--- src/design/ffmd_pkg.sv ---
// Force feedback motor drive: shared types, widths, register indexes and
// controller/datapath handshake structs.
// No dependencies.
package ffmd_pkg;

    // Field widths
    localparam int POS_BITS   = 24;
    localparam int FORCE_W    = 16;
    localparam int SPEED_W    = 16;
    localparam int DUTY_W     = 8;
    localparam int SPAN_W     = 23;
    localparam int SFORCE_W   = 14;
    localparam int VEL_W      = 15;
    localparam int CFG_IDX_W  = 3;
    localparam int CFG_DATA_W = 23;

    // Defaults for the top-level parameters
    localparam int HOLD_FORCE_DEF = 1000;
    localparam int FULL_SCALE_DEF = 10000;

    // Fixed constants
    localparam int LIM_HYST  = 5;     // limiter release margin
    localparam int DEAD_BAND = 5;     // |force| at or below gives zero duty
    localparam int DUTY_MAX  = 255;

    // Arithmetic widths
    localparam int MUL_A_W   = POS_BITS + 2;
    localparam int MUL_B_W   = FORCE_W + 1;
    localparam int PROD_W    = MUL_A_W + MUL_B_W;
    localparam int DIV_NUM_W = 38;
    localparam int DIV_DEN_W = 23;

    // Configuration register indexes
    localparam logic [CFG_IDX_W-1:0] REG_TRAVEL_LIMIT    = 3'd0;
    localparam logic [CFG_IDX_W-1:0] REG_SOFT_RANGE      = 3'd1;
    localparam logic [CFG_IDX_W-1:0] REG_SOFT_HYSTERESIS = 3'd2;
    localparam logic [CFG_IDX_W-1:0] REG_SOFT_FORCE      = 3'd3;
    localparam logic [CFG_IDX_W-1:0] REG_MAX_VELOCITY    = 3'd4;
    localparam logic [CFG_IDX_W-1:0] REG_PWM_FLOOR       = 3'd5;
    localparam logic [CFG_IDX_W-1:0] REG_SOFT_LOCK_EN    = 3'd6;
    localparam logic [CFG_IDX_W-1:0] REG_SPEED_LIMIT_EN  = 3'd7;

    typedef struct packed {
        logic signed [FORCE_W-1:0]  force_cmd;
        logic signed [POS_BITS-1:0] position;
        logic signed [SPEED_W-1:0]  speed;
        logic                       stop_low;
        logic                       stop_high;
    } ffmd_in_t;

    typedef struct packed {
        logic [DUTY_W-1:0] duty_forward;
        logic [DUTY_W-1:0] duty_backward;
        logic              limiter_on;
    } ffmd_out_t;

    // Controller -> datapath
    typedef struct packed {
        logic load;       // capture input beat
        logic map_mul;    // register ramp product and zone decisions
        logic div_start;  // launch divider
        logic div_duty;   // divider takes full-scale divisor
        logic force_upd;  // register final force and pending limiter flag
        logic duty_mul;   // register duty product
        logic out_load;   // load output beat, commit limiter flag
    } ffmd_cmd_t;

    // Datapath -> controller
    typedef struct packed {
        logic div_busy;
    } ffmd_stat_t;

endpackage

--- src/design/ffmd_div.sv ---
// Iterative unsigned restoring divider, two quotient bits per cycle.
// Depends on ffmd_pkg for default widths.
module ffmd_div
    import ffmd_pkg::*;
#(
    parameter int NUM_W = DIV_NUM_W,
    parameter int DEN_W = DIV_DEN_W
)
(
    input  logic             clk,
    input  logic             rst_n,
    input  logic             start,
    input  logic [NUM_W-1:0] num,
    input  logic [DEN_W-1:0] den,
    output logic             busy,
    output logic [NUM_W-1:0] quo
);

    localparam int BITS_PER_STEP = 2;
    localparam int STEPS = NUM_W / BITS_PER_STEP;
    localparam int CNT_W = $clog2(STEPS + 1);

    logic [CNT_W-1:0] cnt_reg;
    logic [DEN_W-1:0] rem_reg, rem_next;
    logic [NUM_W-1:0] quo_reg, quo_next;
    logic [DEN_W-1:0] den_reg;
    logic [DEN_W:0]   r_sh;

    // two compare-subtract steps per cycle
    always_comb
    begin
        rem_next = rem_reg;
        quo_next = quo_reg;
        r_sh     = '0;
        for (int i = 0; i < BITS_PER_STEP; i++)
        begin
            r_sh     = {rem_next, quo_next[NUM_W-1]};
            quo_next = {quo_next[NUM_W-2:0], 1'b0};
            if (r_sh >= {1'b0, den_reg})
            begin
                r_sh        = r_sh - {1'b0, den_reg};
                quo_next[0] = 1'b1;
            end
            rem_next = r_sh[DEN_W-1:0];
        end
    end

    // step counter
    always_ff @(posedge clk or negedge rst_n)
    begin
        if (!rst_n)
            cnt_reg <= '0;
        else if (start)
            cnt_reg <= CNT_W'(STEPS);
        else if (cnt_reg != '0)
            cnt_reg <= cnt_reg - CNT_W'(1);
    end

    // operands and partial remainder
    always_ff @(posedge clk)
    begin
        if (start)
        begin
            rem_reg <= '0;
            quo_reg <= num;
            den_reg <= den;
        end
        else if (cnt_reg != '0)
        begin
            rem_reg <= rem_next;
            quo_reg <= quo_next;
        end
    end

    assign busy = (cnt_reg != '0);
    assign quo  = quo_reg;

endmodule

--- src/design/ffmd_dp.sv ---
// Datapath: config registers, soft lock zone math, shared multiplier,
// divider, end stops, speed limiter, duty mapping and output register.
// Depends on ffmd_pkg and ffmd_div.
module ffmd_dp
    import ffmd_pkg::*;
#(
    parameter int HOLD_FORCE = HOLD_FORCE_DEF,
    parameter int FULL_SCALE = FULL_SCALE_DEF
)
(
    input  logic                  clk,
    input  logic                  rst_n,
    input  logic                  cfg_we,
    input  logic [CFG_IDX_W-1:0]  cfg_index,
    input  logic [CFG_DATA_W-1:0] cfg_data,
    input  ffmd_in_t              in_data,
    input  ffmd_cmd_t             cmd,
    output ffmd_stat_t            stat,
    output ffmd_out_t             out_data
);

    localparam int ZW = POS_BITS + 1;          // zone math width
    localparam int QW = DIV_NUM_W + 2;         // signed quotient plus offset
    localparam int VW = SPEED_W + 1;           // speed compare width
    localparam logic signed [FORCE_W-1:0] F_MAX = {1'b0, {(FORCE_W-1){1'b1}}};
    localparam logic signed [FORCE_W-1:0] F_MIN = {1'b1, {(FORCE_W-1){1'b0}}};
    localparam logic signed [QW-1:0] SAT_HI = QW'(F_MAX);
    localparam logic signed [QW-1:0] SAT_LO = QW'(F_MIN);

    // saturate a wide signed value to the force range
    function automatic logic signed [FORCE_W-1:0] sat_force(input logic signed [QW-1:0] v);
        logic signed [FORCE_W-1:0] r;
        if (v > SAT_HI)
            r = F_MAX;
        else if (v < SAT_LO)
            r = F_MIN;
        else
            r = v[FORCE_W-1:0];
        return r;
    endfunction

    // saturating negation
    function automatic logic signed [FORCE_W-1:0] neg_force(input logic signed [FORCE_W-1:0] v);
        logic signed [FORCE_W-1:0] r;
        if (v == F_MIN)
            r = F_MAX;
        else
            r = -v;
        return r;
    endfunction

    // config registers
    logic [SPAN_W-1:0]   travel_limit_reg, soft_range_reg, soft_hysteresis_reg;
    logic [SFORCE_W-1:0] soft_force_reg;
    logic [VEL_W-1:0]    max_velocity_reg;
    logic [DUTY_W-1:0]   pwm_floor_reg;
    logic                soft_lock_en_reg, speed_limit_en_reg;

    // item state
    ffmd_in_t                   in_reg;
    logic signed [PROD_W-1:0]   prod_reg, prod_next;
    logic                       active_reg, mirror_reg, pos_case_reg, in_ramp_reg;
    logic                       den_zero_reg, den_neg_reg;
    logic signed [FORCE_W-1:0]  f_reg;
    logic [DIV_DEN_W-1:0]       den_map_reg;
    logic signed [FORCE_W-1:0]  g_reg, g_next;
    logic                       flag_pend_reg, flag_pend_next;
    logic                       flag_reg;
    ffmd_out_t                  out_reg, out_next;

    // zone signals
    logic signed [ZW-1:0]       p_x, s_x, h_x, r_x, sh_x, d_x, rh_x, rh_abs;
    logic                       lo_zone, hi_zone, pos_case, in_ramp, den_neg;
    logic signed [FORCE_W-1:0]  f_x;
    logic signed [MUL_A_W-1:0]  map_a, mul_a;
    logic signed [MUL_B_W-1:0]  map_b, mul_b, sf_b;
    logic [DIV_DEN_W-1:0]       den_map;

    // force stage signals
    logic [DIV_NUM_W-1:0]       quo;
    logic signed [QW-1:0]       q_s, off_s;
    logic signed [FORCE_W-1:0]  map_val, shaped, sf16, hold, g1, g2;
    logic                       q_neg, g2_pos, g2_neg, flag_t;
    logic signed [VW-1:0]       v_x, v_abs, vmax, vrel;

    // duty signals
    logic [FORCE_W:0]           mag;
    logic signed [FORCE_W:0]    g_x;
    logic [DUTY_W:0]            duty_span, sum9;
    logic [DUTY_W-1:0]          duty;
    logic                       g_pos, over;

    logic [PROD_W-1:0]          prod_abs;
    logic [DIV_NUM_W-1:0]       div_num;
    logic [DIV_DEN_W-1:0]       div_den;

    // configuration writes
    always_ff @(posedge clk or negedge rst_n)
    begin
        if (!rst_n)
        begin
            travel_limit_reg    <= '0;
            soft_range_reg      <= '0;
            soft_hysteresis_reg <= '0;
            soft_force_reg      <= '0;
            max_velocity_reg    <= '1;
            pwm_floor_reg       <= '0;
            soft_lock_en_reg    <= 1'b0;
            speed_limit_en_reg  <= 1'b0;
        end
        else if (cfg_we)
        begin
            case (cfg_index)
                REG_TRAVEL_LIMIT:    travel_limit_reg    <= cfg_data[SPAN_W-1:0];
                REG_SOFT_RANGE:      soft_range_reg      <= cfg_data[SPAN_W-1:0];
                REG_SOFT_HYSTERESIS: soft_hysteresis_reg <= cfg_data[SPAN_W-1:0];
                REG_SOFT_FORCE:      soft_force_reg      <= cfg_data[SFORCE_W-1:0];
                REG_MAX_VELOCITY:    max_velocity_reg    <= cfg_data[VEL_W-1:0];
                REG_PWM_FLOOR:       pwm_floor_reg       <= cfg_data[DUTY_W-1:0];
                REG_SOFT_LOCK_EN:    soft_lock_en_reg    <= cfg_data[0];
                REG_SPEED_LIMIT_EN:  speed_limit_en_reg  <= cfg_data[0];
                default:             ;
            endcase
        end
    end

    // soft lock zone decision and ramp operands
    always_comb
    begin
        p_x     = {in_reg.position[POS_BITS-1], in_reg.position};
        s_x     = $signed(ZW'(travel_limit_reg)) - $signed(ZW'(soft_range_reg));
        h_x     = $signed(ZW'(soft_hysteresis_reg));
        r_x     = $signed(ZW'(soft_range_reg));
        lo_zone = (p_x <= -s_x);
        hi_zone = !lo_zone && (p_x >= s_x);
        d_x     = lo_zone ? -p_x : p_x;
        sh_x    = s_x + h_x;
        f_x     = hi_zone ? neg_force(in_reg.force_cmd) : in_reg.force_cmd;
        pos_case = !f_x[FORCE_W-1] && (soft_force_reg != '0);
        in_ramp  = (d_x <= sh_x);
        sf_b     = $signed(MUL_B_W'(soft_force_reg));
        // pull-away ramp: (d - s) * (F - f) / H + f
        // push ramp:      (d - s - H) * F / (R - H)
        if (pos_case)
        begin
            map_a = MUL_A_W'(d_x) - MUL_A_W'(s_x);
            map_b = sf_b - MUL_B_W'(f_x);
        end
        else
        begin
            map_a = MUL_A_W'(d_x) - MUL_A_W'(sh_x);
            map_b = sf_b;
        end
        rh_x    = r_x - h_x;
        den_neg = rh_x[ZW-1];
        rh_abs  = den_neg ? -rh_x : rh_x;
        den_map = pos_case ? DIV_DEN_W'(soft_hysteresis_reg) : rh_abs[DIV_DEN_W-1:0];
    end

    // shared multiplier
    always_comb
    begin
        g_x       = {g_reg[FORCE_W-1], g_reg};
        mag       = g_reg[FORCE_W-1] ? $unsigned(-g_x) : $unsigned(g_x);
        duty_span = (DUTY_W+1)'(DUTY_MAX) - {1'b0, pwm_floor_reg};
        if (cmd.duty_mul)
        begin
            mul_a = $signed(MUL_A_W'(mag));
            mul_b = $signed(MUL_B_W'(duty_span));
        end
        else
        begin
            mul_a = map_a;
            mul_b = map_b;
        end
        prod_next = mul_a * mul_b;
    end

    // input capture, product, zone decisions, force update and output register
    always_ff @(posedge clk)
    begin
        if (cmd.load)
            in_reg <= in_data;
        if (cmd.map_mul || cmd.duty_mul)
            prod_reg <= prod_next;
        if (cmd.map_mul)
        begin
            active_reg   <= soft_lock_en_reg && (lo_zone || hi_zone);
            mirror_reg   <= hi_zone;
            pos_case_reg <= pos_case;
            in_ramp_reg  <= in_ramp;
            den_zero_reg <= (den_map == '0);
            den_neg_reg  <= den_neg && !pos_case;
            f_reg        <= f_x;
            den_map_reg  <= den_map;
        end
        if (cmd.force_upd)
        begin
            g_reg         <= g_next;
            flag_pend_reg <= flag_pend_next;
        end
        if (cmd.out_load)
            out_reg <= out_next;
    end

    // divider operands
    always_comb
    begin
        prod_abs = prod_reg[PROD_W-1] ? $unsigned(-prod_reg) : $unsigned(prod_reg);
        div_num  = prod_abs[DIV_NUM_W-1:0];
        div_den  = cmd.div_duty ? DIV_DEN_W'(FULL_SCALE) : den_map_reg;
    end

    ffmd_div #(
        .NUM_W (DIV_NUM_W),
        .DEN_W (DIV_DEN_W)
    ) u_div (
        .clk   (clk),
        .rst_n (rst_n),
        .start (cmd.div_start),
        .num   (div_num),
        .den   (div_den),
        .busy  (stat.div_busy),
        .quo   (quo)
    );

    // shaped force, end stops, speed limiter
    always_comb
    begin
        q_neg   = prod_reg[PROD_W-1] ^ den_neg_reg;
        q_s     = $signed(QW'(quo));
        if (q_neg)
            q_s = -q_s;
        off_s   = pos_case_reg ? QW'(f_reg) : '0;
        map_val = sat_force(q_s + off_s);
        sf16    = $signed(FORCE_W'(soft_force_reg));
        case ({pos_case_reg, in_ramp_reg})
            2'b11:   shaped = den_zero_reg ? sf16 : map_val;
            2'b10:   shaped = sf16;
            2'b01:   shaped = '0;
            default: shaped = den_zero_reg ? sf16 : map_val;
        endcase
        if (!active_reg)
            g1 = in_reg.force_cmd;
        else if (mirror_reg)
            g1 = neg_force(shaped);
        else
            g1 = shaped;

        // end stops
        hold = $signed(FORCE_W'(HOLD_FORCE));
        if (g1[FORCE_W-1] && in_reg.stop_low)
            g2 = -hold;
        else if (!g1[FORCE_W-1] && (g1 != '0) && in_reg.stop_high)
            g2 = hold;
        else
            g2 = g1;

        // speed limiter
        g2_pos = !g2[FORCE_W-1] && (g2 != '0);
        g2_neg = g2[FORCE_W-1];
        v_x    = {in_reg.speed[SPEED_W-1], in_reg.speed};
        vmax   = $signed(VW'(max_velocity_reg));
        vrel   = vmax - $signed(VW'(LIM_HYST));
        v_abs  = v_x[VW-1] ? -v_x : v_x;
        flag_t = flag_reg || (v_x > vmax && g2_pos) || (v_x < -vmax && g2_neg);
        g_next = g2;
        flag_pend_next = flag_reg;
        if (speed_limit_en_reg)
        begin
            flag_pend_next = flag_t;
            if (flag_t)
            begin
                if (v_abs <= vrel)
                    flag_pend_next = 1'b0;
                else
                    g_next = '0;
            end
        end
    end

    // duty from quotient
    always_comb
    begin
        g_pos = !g_reg[FORCE_W-1] && (g_reg != '0);
        sum9  = {1'b0, quo[DUTY_W-1:0]} + {1'b0, pwm_floor_reg};
        over  = (quo[DIV_NUM_W-1:DUTY_W] != '0) || sum9[DUTY_W];
        duty  = over ? DUTY_W'(DUTY_MAX) : sum9[DUTY_W-1:0];
        if (mag <= (FORCE_W+1)'(DEAD_BAND))
            duty = '0;
        out_next.duty_forward  = g_pos ? duty : '0;
        out_next.duty_backward = g_pos ? '0 : duty;
        out_next.limiter_on    = flag_pend_reg;
    end

    // limiter flag commits with the output beat
    always_ff @(posedge clk or negedge rst_n)
    begin
        if (!rst_n)
            flag_reg <= 1'b0;
        else if (cmd.out_load)
            flag_reg <= flag_pend_reg;
    end

    assign out_data = out_reg;

endmodule

--- src/design/ffmd_ctrl.sv ---
// Controller: sequences one item through ramp multiply/divide, force update,
// duty multiply/divide and output load; owns both handshakes' flow control.
// Depends on ffmd_pkg.
module ffmd_ctrl
    import ffmd_pkg::*;
(
    input  logic       clk,
    input  logic       rst_n,
    input  logic       in_valid,
    output logic       in_ready,
    output logic       out_valid,
    input  logic       out_ready,
    input  ffmd_stat_t stat,
    output ffmd_cmd_t  cmd
);

    localparam logic [3:0] S_IDLE      = 4'd0;
    localparam logic [3:0] S_MAP_MUL   = 4'd1;
    localparam logic [3:0] S_MAP_DIV   = 4'd2;
    localparam logic [3:0] S_MAP_WAIT  = 4'd3;
    localparam logic [3:0] S_FORCE     = 4'd4;
    localparam logic [3:0] S_DUTY_MUL  = 4'd5;
    localparam logic [3:0] S_DUTY_DIV  = 4'd6;
    localparam logic [3:0] S_DUTY_WAIT = 4'd7;
    localparam logic [3:0] S_FINISH    = 4'd8;

    logic [3:0] state_reg, state_next;
    logic       out_valid_reg, out_valid_next;

    // next state and commands
    always_comb
    begin
        state_next    = state_reg;
        cmd           = '0;
        in_ready      = (state_reg == S_IDLE);
        cmd.load      = in_valid && in_ready;
        case (state_reg)
            S_IDLE:
            begin
                if (cmd.load)
                    state_next = S_MAP_MUL;
            end
            S_MAP_MUL:
            begin
                cmd.map_mul = 1'b1;
                state_next  = S_MAP_DIV;
            end
            S_MAP_DIV:
            begin
                cmd.div_start = 1'b1;
                state_next    = S_MAP_WAIT;
            end
            S_MAP_WAIT:
            begin
                if (!stat.div_busy)
                    state_next = S_FORCE;
            end
            S_FORCE:
            begin
                cmd.force_upd = 1'b1;
                state_next    = S_DUTY_MUL;
            end
            S_DUTY_MUL:
            begin
                cmd.duty_mul = 1'b1;
                state_next   = S_DUTY_DIV;
            end
            S_DUTY_DIV:
            begin
                cmd.div_start = 1'b1;
                cmd.div_duty  = 1'b1;
                state_next    = S_DUTY_WAIT;
            end
            S_DUTY_WAIT:
            begin
                if (!stat.div_busy)
                    state_next = S_FINISH;
            end
            S_FINISH:
            begin
                if (!out_valid_reg || out_ready)
                begin
                    cmd.out_load = 1'b1;
                    state_next   = S_IDLE;
                end
            end
            default:
            begin
                state_next = S_IDLE;
            end
        endcase
    end

    // output beat valid
    always_comb
    begin
        if (cmd.out_load)
            out_valid_next = 1'b1;
        else if (out_ready)
            out_valid_next = 1'b0;
        else
            out_valid_next = out_valid_reg;
    end

    always_ff @(posedge clk or negedge rst_n)
    begin
        if (!rst_n)
        begin
            state_reg     <= S_IDLE;
            out_valid_reg <= 1'b0;
        end
        else
        begin
            state_reg     <= state_next;
            out_valid_reg <= out_valid_next;
        end
    end

    assign out_valid = out_valid_reg;

    // divider is never relaunched mid-run
    a_div_start_idle: assert property (@(posedge clk) disable iff (!rst_n)
        cmd.div_start |-> !stat.div_busy)
        else $error("divider started while busy");

    // a launch always shows up as busy
    a_div_start_busy: assert property (@(posedge clk) disable iff (!rst_n)
        cmd.div_start |=> stat.div_busy)
        else $error("divider did not go busy after start");

    // output register is never overwritten while holding an untaken beat
    a_out_no_overrun: assert property (@(posedge clk) disable iff (!rst_n)
        cmd.out_load |-> (!out_valid_reg || out_ready))
        else $error("output beat overwritten");

    // no new input while a division is in flight
    a_idle_div_quiet: assert property (@(posedge clk) disable iff (!rst_n)
        in_ready |-> !stat.div_busy)
        else $error("input ready during division");

endmodule

--- src/design/force_feedback_motor_drive_core.sv ---
// One item at a time: a new input beat is taken only after the previous item
// has been loaded into the output register. Two 19-step, 2-bit-per-cycle
// divisions in the shared divider (soft lock ramp, then duty scaling) serve each item.
// Output register lets the core finish the next item while a beat waits.
// Reset (rst_n, async low): idle, no output beat, limiter flag clear,
// config registers cleared except max_velocity at 32767.
// Depends on ffmd_pkg, ffmd_ctrl, ffmd_dp (which holds ffmd_div).
module force_feedback_motor_drive_core
    import ffmd_pkg::*;
#(
    parameter int HOLD_FORCE = HOLD_FORCE_DEF,
    parameter int FULL_SCALE = FULL_SCALE_DEF
)
(
    input  logic                  clk,
    input  logic                  rst_n,
    input  logic                  in_valid,
    output logic                  in_ready,
    input  ffmd_in_t              in_data,
    output logic                  out_valid,
    input  logic                  out_ready,
    output ffmd_out_t             out_data,
    input  logic                  cfg_valid,
    output logic                  cfg_ready,
    input  logic [CFG_IDX_W-1:0]  cfg_index,
    input  logic [CFG_DATA_W-1:0] cfg_data
);

    ffmd_cmd_t  cmd;
    ffmd_stat_t stat;

    // config writes are always accepted and land in the next cycle
    assign cfg_ready = 1'b1;

    ffmd_ctrl u_ctrl (
        .clk       (clk),
        .rst_n     (rst_n),
        .in_valid  (in_valid),
        .in_ready  (in_ready),
        .out_valid (out_valid),
        .out_ready (out_ready),
        .stat      (stat),
        .cmd       (cmd)
    );

    ffmd_dp #(
        .HOLD_FORCE (HOLD_FORCE),
        .FULL_SCALE (FULL_SCALE)
    ) u_dp (
        .clk       (clk),
        .rst_n     (rst_n),
        .cfg_we    (cfg_valid && cfg_ready),
        .cfg_index (cfg_index),
        .cfg_data  (cfg_data),
        .in_data   (in_data),
        .cmd       (cmd),
        .stat      (stat),
        .out_data  (out_data)
    );

endmodule

--- config.mk ---
export PLATFORM = sky130hd
export DESIGN_NAME = force_feedback_motor_drive_core
export DESIGN_NICKNAME = d
export VERILOG_FILES = /design/src/design/ffmd_pkg.sv /design/src/design/ffmd_div.sv /design/src/design/ffmd_dp.sv /design/src/design/ffmd_ctrl.sv /design/src/design/force_feedback_motor_drive_core.sv
export SDC_FILE = /design/constraint.sdc
export NUM_CORES = 2
export LEC_CHECK = 0
export ABC_AREA = 1
export BUFFER_PORTS_ARGS = -buffer_cell sky130_fd_sc_hd__buf_2
export CAP_MARGIN = 40
export CELL_PAD_IN_SITES_DETAIL_PLACEMENT = 0
export CELL_PAD_IN_SITES_GLOBAL_PLACEMENT = 1
export CORE_UTILIZATION = 53
export DETAILED_ROUTE_END_ITERATION = 8
export PLACE_DENSITY = 0.87
export SLEW_MARGIN = 5
export SYNTH_ARGS = -nofsm -noshare
export SYNTH_HDL_FRONTEND = slang
export SYNTH_SLANG_ARGS = --single-unit
--- constraint.sdc ---
create_clock -name clk -period 31.3 [get_ports clk]
set_input_delay 3.13 -clock clk [delete_from_list [all_inputs] [get_ports clk]]
set_output_delay 3.13 -clock clk [all_outputs]
set_load 0.01 [all_outputs]
* Word-level counts from Yosys, hierarchy flattened
Cells that the tools add are included.
** Storage, ports and cells
- Register bits after elaboration :: 383
- Bits in latches :: 0
- Bits in writable memories :: 0
- Memory bits (read-only) :: 0
- Input bits :: 89
- Output and inout port bits :: 20
- Word-level logic and storage cells :: 192
- Memories kept :: 0
** Cells by class
- Add/sub/neg operators :: 23
- $mul :: 1
- Div/mod/pow operators :: 0
- $lt $le $gt $ge :: 11
- Equal/unequal tests :: 23
- Shifts and indexed selects :: 0
- Multiplexer cells :: 53
- Bitwise operators :: 1
- Reduce and logical (&&, ||, !) cells :: 46
** Operators by type and width (number)
- 2-to-1 mux 16 bit :: 13
- 2-to-1 mux 38 bit :: 3
- 2-to-1 mux 23 bit :: 4
- 2-to-1 mux 40 bit :: 2
- 2-to-1 mux 17 bit :: 4
- 2-to-1 mux 26 bit :: 2
- negation 24 -> 25 bit :: 2
- greater-or-equal comparator 24 x 23 -> 1 bit :: 2
- nonzero test 16 bit :: 3
- subtractor 23 x 23 -> 24 bit :: 2
- subtractor 23 bit :: 2
- multiplier 26 x 17 -> 43 bit :: 1
- adder 40 bit :: 1
- > comparator 40 x 16 -> 1 bit (second input constant) :: 1
- < comparator 40 x 16 -> 1 bit (second input constant) :: 1
- negation 38 -> 40 bit :: 1
- negation 38 bit :: 1
- one-hot mux 4 bit (9 select lines) :: 1
- negation 16 -> 17 bit :: 2
- == test 16 bit (second input constant) :: 2
- negation 16 bit :: 2
- one-hot mux 16 bit (2 select lines) :: 1
- nonzero test 30 bit :: 1
- subtractor 25 x 24 -> 26 bit :: 1
- 45 further kinds :: 103

* Logic depth before layout (Yosys ltp)
- Depth after elaboration :: 24
- Mapped depth :: 95
- Depth with buffers taken out :: 93

* Modules after synthesis
A second synthesis with hierarchy kept.
** Second synthesis, totals
- Cell total of the unflattened synthesis :: 6979
- Area, all modules :: 51015.2 µm²
** By module, submodules not included
- ffmd_dp :: times used 1, cells an instance 5827, area each 43375.4 µm², sequential area each 8031.5 µm²
- ffmd_div :: times used 1, cells an instance 1102, area each 7312.0 µm², sequential area each 2417.3 µm²
- ffmd_ctrl :: times used 1, cells an instance 48, area each 316.6 µm², sequential area each 125.1 µm²
- force_feedback_motor_drive_core :: times used 1, cells an instance 2, area each 11.3 µm², sequential area each 0.0 µm²

* Worst setup path after synthesis
No wires, ideal clock.
- Path type :: reg-to-reg
- Start :: reg u_dp.soft_range_reg[0]
- End :: reg u_dp.prod_reg[42], data pin
- Setup time :: 274 ps
- Data arrival time :: 13423 ps
- Data required time :: 31026 ps
- Path slack :: 17604 ps
- Cell stages (with the launch flop) :: 85
- Path buffers :: 2
- Period minus slack after synthesis :: 13696 ps
- Cell sequence :: dfrtp_1 -> ha_1 -> fa_1 -> o21ai_0 -> a21oi_1 -> o21bai_1 -> a21o_1 -> a21oi_1 -> o21ai_0 -> nand3_1 -> nand2_1 -> xor2_1 -> nor2_1 -> inv_1 -> nor4_1 -> nand2_1 -> nor4_1 -> nand3_1 -> [... 49 more ...] -> a21boi_0 -> o21ai_0 -> nand2_1 -> nand2_1 -> nand2_1 -> nand2_1 -> nand2_1 -> nand2_1 -> nand2_1 -> nand2_1 -> nand2_1 -> nand2_1 -> nand2_1 -> nand2_1 -> nand2_1 -> inv_1 -> o41ai_1 -> xor2_1
** On the way
- Word-level cells in the longest chain between the ends :: 11
- Elaborated cells between the ends (all ways) :: 19
- Those cells by class :: add/sub: 6; mul: 1; order compare: 2; mux: 6; reduce/logical: 4
** Ends and longest elaborated chain
- start, declared :: RTL line ffmd_dp.sv:53 : logic [SPAN_W-1:0] travel_limit_reg, soft_range_reg, soft_hysteresis_reg;
- start signal, assigned :: RTL line ffmd_dp.sv:115 : REG_SOFT_RANGE: soft_range_reg <= cfg_data[SPAN_W-1:0];
- subtractor 23 x 23 -> 24 bit * :: RTL line ffmd_dp.sv:131 : s_x = $signed(ZW'(travel_limit_reg)) - $signed(ZW'(soft_range_reg));
- branches (longest 9 deep; another with negation 24 -> 25 bit)
- multiplier 26 x 17 -> 43 bit * :: RTL line ffmd_dp.sv:176 : prod_next = mul_a * mul_b;
- via u_dp.prod_next[42] :: RTL line ffmd_dp.sv:61 : logic signed [PROD_W-1:0] prod_reg, prod_next;
- end signal, assigned :: RTL line ffmd_dp.sv:185 : prod_reg <= prod_next;
- end, declared :: RTL line ffmd_dp.sv:61
Mark *: on every way through the listed nets, which the timed path passes.
A chain may end at the register's enable or synchronous reset.

* Worst setup path after layout
- Start :: reg u_dp.soft_range_reg[0]
- End :: reg u_dp.prod_reg[42], data pin
** On the way
- Elaborated cells between the ends (all ways) :: 19
- Those cells by class :: add/sub: 6; mul: 1; order compare: 2; mux: 6; reduce/logical: 4
** RTL lines
- subtractor 23 x 23 -> 24 bit * :: RTL line ffmd_dp.sv:131
- negation 24 -> 25 bit :: RTL line ffmd_dp.sv:134 : lo_zone = (p_x <= -s_x);
- <= comparator 24 x 25 -> 1 bit :: RTL line ffmd_dp.sv:134
- logical NOT 1 bit :: RTL line ffmd_dp.sv:135 : hi_zone = !lo_zone && (p_x >= s_x);
- logical AND 1 bit * :: RTL line ffmd_dp.sv:135
- 2-to-1 mux 16 bit * :: RTL line ffmd_dp.sv:138 : f_x = hi_zone ? neg_force(in_reg.force_cmd) : in_reg.force_cmd;
- via u_dp.f_x[0] :: RTL line ffmd_dp.sv:74 : logic signed [FORCE_W-1:0] f_x;
- subtractor 15 x 16 -> 17 bit * :: RTL line ffmd_dp.sv:147 : map_b = sf_b - MUL_B_W'(f_x);
- 2-to-1 mux 17 bit * :: RTL line ffmd_dp.sv:144 : if (pos_case)
- 2-to-1 mux 17 bit * :: RTL line ffmd_dp.sv:166 : if (cmd.duty_mul)
- multiplier 26 x 17 -> 43 bit * :: RTL line ffmd_dp.sv:176
- via u_dp.prod_next[42] :: RTL line ffmd_dp.sv:61
Mark *: on every way through the listed nets, which the timed path passes. The rest lies on a longest branch.

==> results.md <==
* Status: completed
* Worst-case clock buffer depth at 3
* First-pass GRT wire length at 227 mm
* Total gr overflow at 0
* Setup crit end kind: flop
* Top post-synthesis cells by area: fa_1, edfxtp_1, ha_1
* Initial Util at 53.7%
* CP max stage delay at 550 ps
* Hold Path End: u_dp.u_div.cnt_reg[4]
* Non-Filler Instances at 7914
* Most used cell, CP: nand2_1
* Via count at 41900
* Cells on worst reg2reg path at 86
* Xor and xnor fraction of the mapped netlist area at 6.85%
* Post-DP HPWL at 118 mm
* Largest net degree at the start of global routing at 74
* Post-Route Setup TNS at 0 ps
* Max-cap violations at 0
* Post-placement cell count at 7821
* R2r setup slk at 14930 ps
* Vias in the first global route at 41400
* Fin crit share at 52.3%
* RSZ-0062 raised after global routing: no
* Mapped Area at 49300 um^2
* Leading area contributor after synthesis: fa_1
* Share of post-route cells with drive strength above 1 at 5.62%
* Antenna violations before repair at 4
* Syn nets at 7513
* Post-CTS Resized at 0
* Synth cell types at 74
* Largest family of logic cells by synthesized area: adder cells
* Critical path's slowest cell: fa_1
* H-tree depth at 2
* Final setup fails at 0
* Pre-antenna DRT Iters at 5
* Crit path launch type: flop
* Clk pin slew, worst setup/hold paths at 60 ps
* Most common cell after layout, fill and taps aside: nand2_1
* Critical path origin: u_dp.soft_range_reg[0]
* Final-report hold violation count at 0
* Sequential share of the synthesized area at 21.4%
* Nets at 7598
* Fmax at 0.0611 GHz
* Crit Path Max Fanout at 23
* Number of I/O port buffers at 107
* Remaining DRCs at 0
* GRT Overall Usage at 31.0%
* CP arrival at 16720 ps
* CTS Hold Bufs at 0
* Core area at 91900 um^2
* Io pins at 109
* Area of the die at 94300 um^2
* GP Congestion at 0.936
* Total of warnings raised by yosys at 0
* Mux share of post-synthesis cell area at 0.0203%
* Setup bufs post-CTS at 0
* Fillcell total at 8899
* Most frequent cells in the layout: nand2_1, inv_1, nor2_1, fa_1, ha_1
* Post-synthesis simple-gate area fraction at 21.3%
* Clock Skew at 24.8 ps
* WL final at 142 mm
* Starting DRT DRC Count at 3099
* Main synth FF type: edfxtp_1
* Async SR Flop Fraction at 31.4%
* CTS root buffer: clkbuf_16
* DR vias/cell at 5.29
* FF/Latch Area at 10600 um^2
* Min Tclk post-route at 16370 ps
* Worst EP required at 31650 ps
* Max_slew headroom at 30.3%
* Pins Over Slew Limit at 0
* Hold path depth at 1
* DIE WIDTH at 307 um
* Register bit total from synthesis at 379
* Post-synth top area share at 17.9%
* Number of buffers created by CTS at 48
* Avg Inst Size Synth at 7.54 um^2
* Rows at 111
* HP Start: u_dp.u_div.cnt_reg[4]
* Die height at 307 um
* Worst-Margin Slew at 1030 ps
* CP Class: reg -> reg
* Final antenna-violating net count at 0
* Skew-Pair Late Insertion Delay at 630 ps
* Min-Delay Path Class: reg -> reg
* R2r startpoint: u_dp.soft_range_reg[0]
* Adder-Cell Fraction of Synth Area at 29.0%
* Max FFs per register at 58
* Cells after Synth at 6546
* Post-synth EDFFs at 237
* RR Endpoint: u_dp.prod_reg[42]
* TritonCTS clock tree: built
* Avg WL per Cell at 18.0 um
* Clock sinks at 379
* Compound-Gate Fraction of Synth Area at 10.4%
* Multi-input gate area at 33400 um^2
* Layout area overhead at 7.61%
-- worst max-delay path by stage --
stage,to,slack (ps),cells past startpoint
3_5_place_dp,u_dp.prod_reg[42],15060,86
5_1_grt,u_dp.prod_reg[42],13110,86
2_1_floorplan,u_dp.prod_reg[42],17600,84
6_report,u_dp.prod_reg[42],14930,86
3_3_place_gp,u_dp.prod_reg[42],15370,86
4_1_cts,u_dp.prod_reg[42],15000,86
-- kinds of logic after synthesis --
kind of cell | Yosys count
AOI/OAI and AO/OA | 924
xor gates and xnor gates | 385
adders and majority gates | 878
buffers and inverters | 1419
DFF | 379
muxes | 1
other | 2
and+or+nand+nor | 2558
-- per-layer routing --
metal	part of all wire, %	track usage, %
met1	45	42.5
met2	45	49.7
met3	7.0	5.55
met4	3.4	9.64
met5	0	0
-- synth_stat cells (12+ instances only) --
library cell,instances
fa_1,442
inv_2,13
edfxtp_1,237
o21ai_0,388
o21a_1,13
nor4_1,36
nand3_1,208
buf_2,12
a31oi_1,20
a21o_1,14
nor3_1,92
o31ai_1,17
dfxtp_1,23
nand4_1,45
o211ai_1,20
a21oi_1,344
xor2_1,241
inv_1,1255
nand2_1,1441
a211oi_1,15
dfstp_2,15
or2_2,24
ha_1,436
nor2_1,634
clkbuf_1,117
nor2_2,18
xnor2_1,143
dfrtp_1,104
o21bai_1,37
nand3b_1,15
-- cell type report --
| type | count | share of cell area (%) |
|---|---|---|
| Multi-Input combinational cell | 4748 | 63.0 |
| Sequential cell | 379 | 19.9 |
| Inverter | 1280 | 9.05 |
| Tap cell | 1243 | 2.93 |
| Clock buffer | 65 | 2.57 |
| Timing Repair Buffer | 174 | 2.07 |
| Clock inverter | 24 | 0.474 |
| Antenna cell | 1 | 0.00471 |
-- critical path: cells and delay by family (launching register included) --
kind,cells,cell delay (ps)
buffers and inverters,9,1420
xor gates and xnor gates,3,370
DFF,1,400
and+or+nand+nor,46,6170
AOI/OAI and AO/OA,16,2730
adders and majority gates,12,4970
-- through the flow --
step                hold WS (ps)  instance area, um^2  util [%]  setup slack (ps)
floorplan                    427                49300         -             17600
global route                 500                53100      57.7             13110
CTS                          489                53000      57.7             15000
global placement             467                51300      55.8             15370
finish                       484                53100      57.7             14930
detailed placement           479                51400      55.9             15060
Power is not shown: default switching activity piles up to over one toggle a cycle in this logic, so the estimate is an artifact.
